--- config.mk ---
export PLATFORM = sky130hd
export DESIGN_NAME = microwire_eeprom_master_top
export DESIGN_NICKNAME = d
export VERILOG_FILES = /design/src/hw/rtl/mwem_pkg.sv /design/src/hw/rtl/mwem_front.sv /design/src/hw/rtl/mwem_back.sv /design/src/hw/rtl/microwire_eeprom_master_top.sv
export SDC_FILE = /design/constraint.sdc
export NUM_CORES = 1
export LEC_CHECK = 0
export BUFFER_PORTS_ARGS = -buffer_cell sky130_fd_sc_hd__buf_2
export CAP_MARGIN = 40
export CORE_MARGIN = 8
export CORE_UTILIZATION = 50
export CTS_CLUSTER_SIZE = 25
export DETAILED_ROUTE_END_ITERATION = 7
export PLACE_DENSITY = 0.73
export SYNTH_ARGS = -nofsm -noshare
export SYNTH_HDL_FRONTEND = slang
export SYNTH_HIERARCHICAL = 1
export SYNTH_SLANG_ARGS = --single-unit
--- constraint.sdc ---
create_clock -name clk -period 4 [get_ports clk]
set_input_delay 0.2 -clock clk [delete_from_list [all_inputs] [get_ports clk]]
set_output_delay 0.2 -clock clk [all_outputs]
set_load 0.02 [all_outputs]
--- src/hw/rtl/mwem_pkg.sv ---
// shared types and constants for the microwire eeprom master
// no dependencies; used by mwem_front, mwem_back and the top level
package mwem_pkg;

	// host command codes
	typedef enum logic [2:0] {
		CMD_NONE  = 3'd0,
		CMD_READ  = 3'd1,
		CMD_WRITE = 3'd2,
		CMD_WREN  = 3'd3,
		CMD_WRDIS = 3'd4,
		CMD_ERAL  = 3'd5
	} cmd_t;

	// microwire opcodes and fixed address patterns
	localparam logic [1:0] OP_READ  = 2'b10;
	localparam logic [1:0] OP_WRITE = 2'b01;
	localparam logic [1:0] OP_OTHER = 2'b00;
	localparam logic [1:0] PAT_WREN = 2'b11;
	localparam logic [1:0] PAT_ERAL = 2'b10;

	localparam int IDX_W = 5;
	localparam int HP_W  = 16;
	localparam int RD_W  = 8;

	// classified tick from the front part
	typedef struct packed {
		logic             start;
		logic             is_read;
		logic             pin;
		logic [IDX_W-1:0] frame_bits;
		logic [IDX_W-1:0] total_bits;
	} item_ctl_t;

	// pin levels and status for one tick
	typedef struct packed {
		logic            chip_select;
		logic            serial_clock;
		logic            serial_data;
		logic            busy;
		logic            done;
		logic [RD_W-1:0] read_data;
	} result_t;

endpackage

--- src/hw/rtl/mwem_front.sv ---
// front part: accepts ticks, decodes commands into frames, two-entry queue
// depends on mwem_pkg
module mwem_front #(
	parameter int ADDR_BITS = 7,
	parameter int DATA_BITS = 8
) (
	input  logic                          clk,
	input  logic                          arst_n,
	input  logic                          push,
	output logic                          full,
	input  logic [2:0]                    cmd,
	input  logic [6:0]                    addr,
	input  logic [7:0]                    wdata,
	input  logic                          data_out_pin,
	output logic                          item_valid,
	input  logic                          item_take,
	output mwem_pkg::item_ctl_t           item_ctl,
	output logic [3+ADDR_BITS+DATA_BITS-1:0] item_frame
);
	import mwem_pkg::*;

	localparam int BASE_LEN  = 3 + ADDR_BITS;
	localparam int FRAME_MAX = BASE_LEN + DATA_BITS;

	cmd_t                   cmd_c;
	logic [1:0]             op;
	logic [ADDR_BITS-1:0]   field;
	logic                   is_write;
	logic [BASE_LEN-1:0]    base;
	item_ctl_t              ctl_d;
	logic [FRAME_MAX-1:0]   frame_d;

	item_ctl_t              ctl_mem [2];
	logic [FRAME_MAX-1:0]   frame_mem [2];
	logic [1:0]             count_q;
	logic                   wr_ptr_q;
	logic                   rd_ptr_q;
	logic                   do_push;
	logic                   do_take;

	// command decode and frame build
	always_comb begin
		cmd_c    = cmd_t'(cmd);
		op       = OP_OTHER;
		field    = '0;
		is_write = 1'b0;
		ctl_d.start   = 1'b1;
		ctl_d.is_read = 1'b0;
		ctl_d.pin     = data_out_pin;
		unique case (cmd_c)
			CMD_READ: begin
				op = OP_READ;
				field = addr[ADDR_BITS-1:0];
				ctl_d.is_read = 1'b1;
			end
			CMD_WRITE: begin
				op = OP_WRITE;
				field = addr[ADDR_BITS-1:0];
				is_write = 1'b1;
			end
			CMD_WREN:  field = {PAT_WREN, {(ADDR_BITS-2){1'b0}}};
			CMD_WRDIS: field = '0;
			CMD_ERAL:  field = {PAT_ERAL, {(ADDR_BITS-2){1'b0}}};
			CMD_NONE:  ctl_d.start = 1'b0;
			default:   ctl_d.start = 1'b0;
		endcase
		base = {1'b1, op, field};
		frame_d = is_write ? {base, DATA_BITS'(wdata)} : {base, {DATA_BITS{1'b0}}};
		ctl_d.frame_bits = IDX_W'(BASE_LEN) + (is_write ? IDX_W'(DATA_BITS) : '0);
		ctl_d.total_bits = ctl_d.frame_bits + (ctl_d.is_read ? IDX_W'(DATA_BITS) : '0);
	end

	// queue toward the back part
	assign full       = (count_q == 2'd2);
	assign item_valid = (count_q != 2'd0);
	assign do_push    = push && !full;
	assign do_take    = item_valid && item_take;
	assign item_ctl   = ctl_mem[rd_ptr_q];
	assign item_frame = frame_mem[rd_ptr_q];

	always_ff @(posedge clk) begin
		if (do_push) begin
			ctl_mem[wr_ptr_q]   <= ctl_d;
			frame_mem[wr_ptr_q] <= frame_d;
		end
	end

	always_ff @(posedge clk or negedge arst_n) begin
		if (!arst_n) begin
			count_q  <= '0;
			wr_ptr_q <= 1'b0;
			rd_ptr_q <= 1'b0;
		end else begin
			if (do_push) wr_ptr_q <= ~wr_ptr_q;
			if (do_take) rd_ptr_q <= ~rd_ptr_q;
			if (do_push && !do_take) count_q <= count_q + 2'd1;
			else if (!do_push && do_take) count_q <= count_q - 2'd1;
		end
	end

endmodule

--- src/hw/rtl/mwem_back.sv ---
// back part: serial clock divider, bit sequencer and result queue
// depends on mwem_pkg
module mwem_back #(
	parameter int ADDR_BITS = 7,
	parameter int DATA_BITS = 8
) (
	input  logic                             clk,
	input  logic                             arst_n,
	input  logic [mwem_pkg::HP_W-1:0]        half_period,
	input  logic                             item_valid,
	output logic                             item_take,
	input  mwem_pkg::item_ctl_t              item_ctl,
	input  logic [3+ADDR_BITS+DATA_BITS-1:0] item_frame,
	input  logic                             pop,
	output logic                             empty,
	output mwem_pkg::result_t                res
);
	import mwem_pkg::*;

	localparam int FRAME_MAX = 3 + ADDR_BITS + DATA_BITS;

	// sequencer state
	logic [HP_W-1:0]      div_q,    div_d;
	logic [IDX_W-1:0]     bit_q,    bit_d;
	logic [FRAME_MAX-1:0] frame_q,  frame_d;
	logic [DATA_BITS-1:0] rshift_q, rshift_d;
	logic                 sclk_q,   sclk_d;
	logic                 sel_q,    sel_d;
	logic                 active_q, active_d;
	logic                 op_read_q, op_read_d;
	logic [IDX_W-1:0]     fbits_q,  fbits_d;
	logic [IDX_W-1:0]     tbits_q,  tbits_d;
	logic [RD_W-1:0]      latch_q,  latch_d;
	logic                 done_d;
	logic [HP_W-1:0]      hp_eff;
	result_t              res_d;

	result_t              res_mem [2];
	logic [1:0]           count_q;
	logic                 wr_ptr_q;
	logic                 rd_ptr_q;
	logic                 out_full;
	logic                 do_pop;

	// one tick of the sequencer
	always_comb begin
		hp_eff    = (half_period == '0) ? HP_W'(1) : half_period;
		div_d     = div_q;
		bit_d     = bit_q;
		frame_d   = frame_q;
		rshift_d  = rshift_q;
		sclk_d    = sclk_q;
		sel_d     = sel_q;
		active_d  = active_q;
		op_read_d = op_read_q;
		fbits_d   = fbits_q;
		tbits_d   = tbits_q;
		latch_d   = latch_q;
		done_d    = 1'b0;
		if (!active_q) begin
			if (item_ctl.start) begin
				frame_d   = item_frame;
				rshift_d  = '0;
				op_read_d = item_ctl.is_read;
				fbits_d   = item_ctl.frame_bits;
				tbits_d   = item_ctl.total_bits;
				active_d  = 1'b1;
				sel_d     = 1'b1;
				sclk_d    = 1'b0;
				bit_d     = '0;
				div_d     = '0;
			end
		end else if (({1'b0, div_q} + 17'd1) >= {1'b0, hp_eff}) begin
			div_d = '0;
			if (sel_q) begin
				if (!sclk_q) begin
					sclk_d = 1'b1;
				end else begin
					// sample the data-out pin at the end of a high half
					if (op_read_q && (bit_q >= fbits_q))
						rshift_d = {rshift_q[DATA_BITS-2:0], item_ctl.pin};
					sclk_d  = 1'b0;
					bit_d   = bit_q + IDX_W'(1);
					frame_d = frame_q << 1;
					if (bit_d >= tbits_q) begin
						sel_d = 1'b0;
						if (op_read_q) latch_d = rshift_d[RD_W-1:0];
					end
				end
			end else begin
				active_d = 1'b0;
				done_d   = 1'b1;
			end
		end else begin
			div_d = div_q + HP_W'(1);
		end

		res_d.chip_select  = sel_d;
		res_d.serial_clock = sclk_d;
		res_d.serial_data  = (active_d && sel_d && (bit_d < fbits_d)) ?
			frame_d[FRAME_MAX-1] : 1'b0;
		res_d.busy         = active_d;
		res_d.done         = done_d;
		res_d.read_data    = latch_d;
	end

	assign out_full  = (count_q == 2'd2);
	assign item_take = item_valid && !out_full;

	// state registers advance once per taken tick
	always_ff @(posedge clk or negedge arst_n) begin
		if (!arst_n) begin
			div_q     <= '0;
			bit_q     <= '0;
			frame_q   <= '0;
			rshift_q  <= '0;
			sclk_q    <= 1'b0;
			sel_q     <= 1'b0;
			active_q  <= 1'b0;
			op_read_q <= 1'b0;
			fbits_q   <= '0;
			tbits_q   <= '0;
			latch_q   <= '0;
		end else if (item_take) begin
			div_q     <= div_d;
			bit_q     <= bit_d;
			frame_q   <= frame_d;
			rshift_q  <= rshift_d;
			sclk_q    <= sclk_d;
			sel_q     <= sel_d;
			active_q  <= active_d;
			op_read_q <= op_read_d;
			fbits_q   <= fbits_d;
			tbits_q   <= tbits_d;
			latch_q   <= latch_d;
		end
	end

	// result queue toward the consumer
	assign empty  = (count_q == 2'd0);
	assign do_pop = pop && !empty;
	assign res    = res_mem[rd_ptr_q];

	always_ff @(posedge clk) begin
		if (item_take) res_mem[wr_ptr_q] <= res_d;
	end

	always_ff @(posedge clk or negedge arst_n) begin
		if (!arst_n) begin
			count_q  <= '0;
			wr_ptr_q <= 1'b0;
			rd_ptr_q <= 1'b0;
		end else begin
			if (item_take) wr_ptr_q <= ~wr_ptr_q;
			if (do_pop)    rd_ptr_q <= ~rd_ptr_q;
			if (item_take && !do_pop) count_q <= count_q + 2'd1;
			else if (!item_take && do_pop) count_q <= count_q - 2'd1;
		end
	end

endmodule

--- src/hw/rtl/microwire_eeprom_master_top.sv ---
// microwire eeprom master: one tick per transaction in, one pin/status result per tick out
// One input transaction is one tick of the serial engine and yields exactly one result.
// The block takes one transaction per clock cycle while the result queue has room; a
// pushed transaction is registered in the front queue, its result in the output queue
// once the back part takes it, and a two-entry queue on each side lets either end stall
// alone. The rate is set by the tick sequencer in mwem_back, which updates divider, bit
// counter and shift registers once per tick. Commands start a frame only while not
// busy; half_period (register 0, address 0) sets ticks per serial clock half, zero
// acting as one. Depends on mwem_pkg, mwem_front and mwem_back.
module microwire_eeprom_master_top #(
	parameter int ADDR_BITS = 7,
	parameter int DATA_BITS = 8
) (
	input  logic        clk,
	input  logic        arst_n,
	input  logic        push,
	output logic        full,
	input  logic [2:0]  cmd,
	input  logic [6:0]  addr,
	input  logic [7:0]  wdata,
	input  logic        data_out_pin,
	output logic        empty,
	input  logic        pop,
	output logic        chip_select,
	output logic        serial_clock,
	output logic        serial_data,
	output logic        busy_res,
	output logic        done_res,
	output logic [7:0]  read_data,
	input  logic        psel,
	input  logic        penable,
	input  logic        pwrite,
	input  logic [2:0]  paddr,
	input  logic [31:0] pwdata,
	output logic [31:0] prdata,
	output logic        pready
);
	import mwem_pkg::*;

	localparam logic REG_HALF_PERIOD = 1'b0;

	logic [HP_W-1:0]                 half_period_q;
	logic                            item_valid;
	logic                            item_take;
	item_ctl_t                       item_ctl;
	logic [3+ADDR_BITS+DATA_BITS-1:0] item_frame;
	result_t                         res;
	logic                            cfg_wr;

	// configuration register
	assign pready = 1'b1;
	assign cfg_wr = psel && penable && pwrite && pready;
	assign prdata = (paddr[2] == REG_HALF_PERIOD) ? {16'b0, half_period_q} : 32'b0;

	always_ff @(posedge clk or negedge arst_n) begin
		if (!arst_n) begin
			half_period_q <= HP_W'(1);
		end else if (cfg_wr && (paddr[2] == REG_HALF_PERIOD)) begin
			half_period_q <= pwdata[HP_W-1:0];
		end
	end

	// front: accept and classify
	mwem_front #(
		.ADDR_BITS(ADDR_BITS),
		.DATA_BITS(DATA_BITS)
	) u_front (
		.clk         (clk),
		.arst_n      (arst_n),
		.push        (push),
		.full        (full),
		.cmd         (cmd),
		.addr        (addr),
		.wdata       (wdata),
		.data_out_pin(data_out_pin),
		.item_valid  (item_valid),
		.item_take   (item_take),
		.item_ctl    (item_ctl),
		.item_frame  (item_frame)
	);

	// back: tick sequencer and result queue
	mwem_back #(
		.ADDR_BITS(ADDR_BITS),
		.DATA_BITS(DATA_BITS)
	) u_back (
		.clk        (clk),
		.arst_n     (arst_n),
		.half_period(half_period_q),
		.item_valid (item_valid),
		.item_take  (item_take),
		.item_ctl   (item_ctl),
		.item_frame (item_frame),
		.pop        (pop),
		.empty      (empty),
		.res        (res)
	);

	assign chip_select  = res.chip_select;
	assign serial_clock = res.serial_clock;
	assign serial_data  = res.serial_data;
	assign busy_res     = res.busy;
	assign done_res     = res.done;
	assign read_data    = res.read_data;

`ifndef SYNTHESIS
	// a finishing tick is never also busy
	a_done_not_busy: assert property (@(posedge clk) disable iff (!arst_n)
		!empty |-> !(done_res && busy_res))
		else $error("done result while busy");

	// chip select only inside a command
	a_cs_busy: assert property (@(posedge clk) disable iff (!arst_n)
		(!empty && chip_select) |-> busy_res)
		else $error("chip select outside a command");

	// serial clock only pulses with chip select
	a_sclk_cs: assert property (@(posedge clk) disable iff (!arst_n)
		(!empty && serial_clock) |-> chip_select)
		else $error("serial clock without chip select");

	// a taken tick always lands in the result queue next cycle
	a_take_lands: assert property (@(posedge clk) disable iff (!arst_n)
		item_take |=> !empty)
		else $error("taken tick produced no result");
`endif

endmodule

==> flow_summary_export.csv <==
group,metric,value,unit
clock_tree,worstSkewPairLatency,0.44,ns
status,violations,"negative setup slack",
placed_design,dpl.hpwl,12.29,mm
detailed_routing,route.detailed.drc,0,
floorplan,io_pins,109,
worst_hold_path,min_from,"wdata[2]",
setup_path,path_max_fanout,5,
worst_hold_path,min_path_type,"input pin to register",
setup_path,worst-setup-path-type,"register to register",
detailed_routing,vias,5981,
power,p_per_area,597.9,nW/um^2
power,p_int,3972,uW
sta,rsz0062_at_grt,"yes",
sta,maxSlewViolCount,0,
setup_path,r2r_slack,-0.20,ns
floorplan,die_y,146.3,um
worst_hold_path,min_path_cells,2,
setup_path,cp.arrival,4.43,ns
setup_path,crit_path_start_kind,"register",
sta,max_freq,0.2381,GHz
detailed_routing,drt_first_pass_iters,5,
sta,fin_ws,-0.1997,ns
cells_and_area,syn2layout_area_growth,20.21,%
detailed_routing,drt_iter0_drc,418,
grt,grt_pass1_wl,30.08,mm
sta,tightest_slew,0.7878,ns
floorplan,die_area,21400,sq um
sta,finalClockSkew,0.008186,ns
power,finalPower,6100,uW
grt,antenna_found_initial,1,
detailed_routing,wire_per_inst,16.85,um
synthesis,synth_cells,741,
setup_path,critPathSlowestCell,"a311oi_4",
status,outcome,"finished with violations",
power,clkPwrFrac,25.1,%
power,p_comb_share,32.7,%
synthesis,yosysWarnings,6,
power,seq_power_share,42.2,%
grt,track_usage,17.49,%
placed_design,placed_cell_area,9174,sq um
sta,period_share,105.0,%
synthesis,synth_seq_area_share,52.91,%
synthesis,synthFlopType,"dfrtp_1",
grt,grt-ovfl-total,0,
worst_hold_path,holdPathEnd,"u_front/frame_mem[0][2]$_DFFE_PP_",
setup_path,path_cells,"nand3_2 -> nor2_2 -> nand3_2 -> nor3_2 -> and3_4 -> xor2_2 -> ha_1 -> nand3_1 -> buf_4 -> nor2_2 -> o21ai_2 -> a311oi_4 -> buf_4 -> nand2b_4 -> nand3_2 -> o21ai_1 -> ha_1 -> and4_1 -> nand3_1 -> nand4_1 -> nor4_2",
sta,maxSlewHeadroom,47.48,%
grt,grt_max_degree,59,
clock_tree,htreeDepth,4,
clock_tree,cts_tree,"built",
synthesis,syn_avg_cell_area,11.45,sq um
cells_and_area,post-route-cell-area,10200,sq um
clock_tree,clk_pin_slew,0.06,ns
floorplan,start_util,51.18,%
sta,finalSetupViolCount,2,
detailed_routing,vias_per_cell,5.427,
detailed_routing,final_antenna_net_count,0,
sta,setup_tns,-0.3994,ns
power,irDropWorstVdd,391.2,uV
setup_path,r2r_start,"u_back/div_q[2]$_DFFE_PN0P_",
placed_design,portBuffers,73,
setup_path,max_stage_delay,0.48,ns
cells_and_area,drive_above_1_share,28.49,%
flow_run,max_cap_viol_count,0,
floorplan,core,16580,sq um
floorplan,fp.dieW,146.3,um
sta,period_minus_slack,4.200,ns
setup_path,cp.required,4.23,ns
setup_path,rr_endpoint,"u_back/res_mem[1][10]$_DFFE_PP_",
detailed_routing,routed_wl,18.56,mm
setup_path,rr_worst_depth,21,
grt,grt_pass1_vias,5932,
cells_and_area,fin_nets,965,
synthesis,synth-edff-count,72,
synthesis,yosysUniqueCellTypes,63,
power,p_sw,2128,uW
placed_design,place.gp.congestion,0.8476,
clock_tree,cts_buffer_depth,2,
synthesis,ys_ff_latch,165,
clock_tree,numCtsBuffers,17,
synthesis,async_reset_ff_share,56.36,%
synthesis,synthesis.area,8487,sq um
floorplan,core.rowCount,47,
cells_and_area,post-route-util,61.52,%
sta,finalHoldViolCount,0,
power,leakagePower,0.004561,uW
setup_path,end_kind,"register",
clock_tree,clkSinkCount,165,
clock_tree,cts_root_buf,"clkbuf_16",
power,power.share.switching,34.89,%
setup_path,path_common_cell,"nand3_2",
-- worst max path at each step --
| stage | from | to |
|---|---|---|
| floorplan | u_back/div_q[2]$_DFFE_PN0P_ | u_back/res_mem[0][10]$_DFFE_PP_ |
| global placement | u_back/div_q[2]$_DFFE_PN0P_ | u_back/res_mem[0][10]$_DFFE_PP_ |
| detailed placement | u_back/div_q[2]$_DFFE_PN0P_ | u_back/res_mem[1][10]$_DFFE_PP_ |
| CTS | u_back/div_q[2]$_DFFE_PN0P_ | u_back/res_mem[1][10]$_DFFE_PP_ |
| global route | u_back/div_q[4]$_DFFE_PN0P_ | u_back/res_mem[1][10]$_DFFE_PP_ |
| finish | u_back/div_q[2]$_DFFE_PN0P_ | u_back/res_mem[1][10]$_DFFE_PP_ |
-- worst max-delay path, delay by kind of cell, from the launching register on --
family,cells,cell delay (ns)
flops,1,0.39
fa+ha+maj,2,0.63
xor+xnor,1,0.07
compound gates,3,0.64
buf+inv,2,0.37
simple gates,13,1.91
-- cells in the final DEF (no fill, tap or decap), types with 4 or more instances in the layout --
cell           instances
a21oi_1               35
a22o_1                 9
a22oi_1               16
and2_1                15
and2b_1                6
buf_2                 72
buf_4                 46
clkbuf_16             18
conb_1                24
dfrtp_1               92
dlygate4sd3_1         18
edfxtp_1              72
ha_1                  36
inv_1                 36
inv_6                  5
mux2_1                25
mux2_2                41
mux2_4                10
nand2_1               66
nand2b_1               9
nand3_1               19
nand3_2                4
nand4_1               15
nor2_1                33
nor2_2                 7
nor2b_1               13
nor3_1                 7
o21ai_0               21
o21ai_1                8
xnor2_1               16
xor2_1                 7
xor2_2                 4
-- metrics by stage --
stage / instances / hold WS (ns) / setup WS (ns)
detailed placement: 1037 / 0.3262 / -0.2432
floorplan: 761 / -0.09559 / 0.04415
CTS: 1092 / 0.04403 / 0.01708
finish: 1102 / 0.05954 / -0.1997
global placement: 1035 / 0.3285 / -0.1131
global route: 1102 / 0.05335 / -0.4248
-- area by class of cell --
class	instances	area, sq um
Fill cell	1270	6381
Tap cell	220	275.3
Antenna cell	1	2.502
Timing Repair Buffer	142	979.7
Clock inverter	12	92.59
Clock buffer	20	456.7
Inverter	40	150.1
Multi-Input combinational cell	502	3755
Sequential cell	165	4491
-- cells in the mapped netlist, types with 11 or more instances --
| library cell | count | area share, % |
|---|---|---|
| xnor2_1 | 17 | 1.8 |
| dfrtp_1 | 92 | 27 |
| ha_1 | 36 | 5.3 |
| nor2_1 | 39 | 1.7 |
| clkbuf_1 | 16 | 0.71 |
| a22oi_1 | 16 | 1.4 |
| nand3_1 | 24 | 1.4 |
| nand2_1 | 67 | 3.0 |
| and2_1 | 15 | 1.1 |
| nand4_1 | 15 | 1.1 |
| mux2_2 | 41 | 5.4 |
| o21ai_0 | 26 | 1.5 |
| inv_1 | 36 | 1.6 |
| mux2_1 | 25 | 3.3 |
| nor2b_1 | 14 | 1.0 |
| xor2_1 | 11 | 1.1 |
| buf_4 | 28 | 2.5 |
| a21oi_1 | 36 | 2.1 |
| edfxtp_1 | 72 | 25 |
-- logic make-up after synthesis --
| family | after synthesis | share of synthesized area [%] |
|---|---|---|
| simple gates | 221 | 13.36 |
| buf+inv | 94 | 5.602 |
| xor+xnor | 28 | 2.890 |
| flops | 165 | 52.91 |
| other cells | 4 | 0.1769 |
| mux | 77 | 10.64 |
| fa+ha+maj | 36 | 5.307 |
| compound gates | 116 | 9.111 |
-- metal layers --
| layer | GRT usage, % | vias to the layer above | wire (um) | share of wire, % |
|---|---|---|---|---|
| met5 | 0 | - | 0 | 0 |
| met4 | 6.028 | 0 | 306 | 1.6 |
| met3 | 4.728 | 26 | 1001 | 5.4 |
| met2 | 28.50 | 195 | 9166 | 49 |
| met1 | 22.06 | 2917 | 8090 | 44 |
| li1 | - | 2843 | - | - |
-- state kept, by name, indices dropped and copies added (netlist names) --
| register | flops |
|---|---|
| u_back/count_q | 2 |
| u_back/sel_q | 1 |
| u_back/frame_q | 18 |
| u_back/res_mem | 26 |
| u_back/latch_q | 8 |
| u_front/ctl_mem | 14 |
| u_back/rd_ptr_q | 1 |
| u_back/tbits_q | 5 |
| u_front/rd_ptr_q | 1 |
| u_back/div_q | 16 |
| u_front/wr_ptr_q | 1 |
| u_back/bit_q | 5 |
| u_back/wr_ptr_q | 1 |
| u_front/frame_mem | 32 |
| u_back/fbits_q | 5 |
| half_period_q | 16 |
| u_back/sclk_q | 1 |
| u_back/op_read_q | 1 |
| u_front/count_q | 2 |
| u_back/active_q | 1 |
| u_back/rshift_q | 8 |
-- repair_timing --
item,4_1_cts,5_1_grt
hold endpoints to repair,74,0
hold buffers,18,0
resized for setup,10,29
pin swaps,12,20
setup endpoints to repair,2,2
buffers inserted,6,8
cloned,0,1
-- power groups by stage --
stage	logic, uW	registers, uW	clock network [uW]
after floorplan	1390	2500	0
after global placement	1880	2580	0
after detailed placement	1940	2600	0
after CTS	1980	2570	1550
after global routing	2220	2620	1640
final	2000	2570	1530
Note: power is estimated with default switching activity, not from simulation.
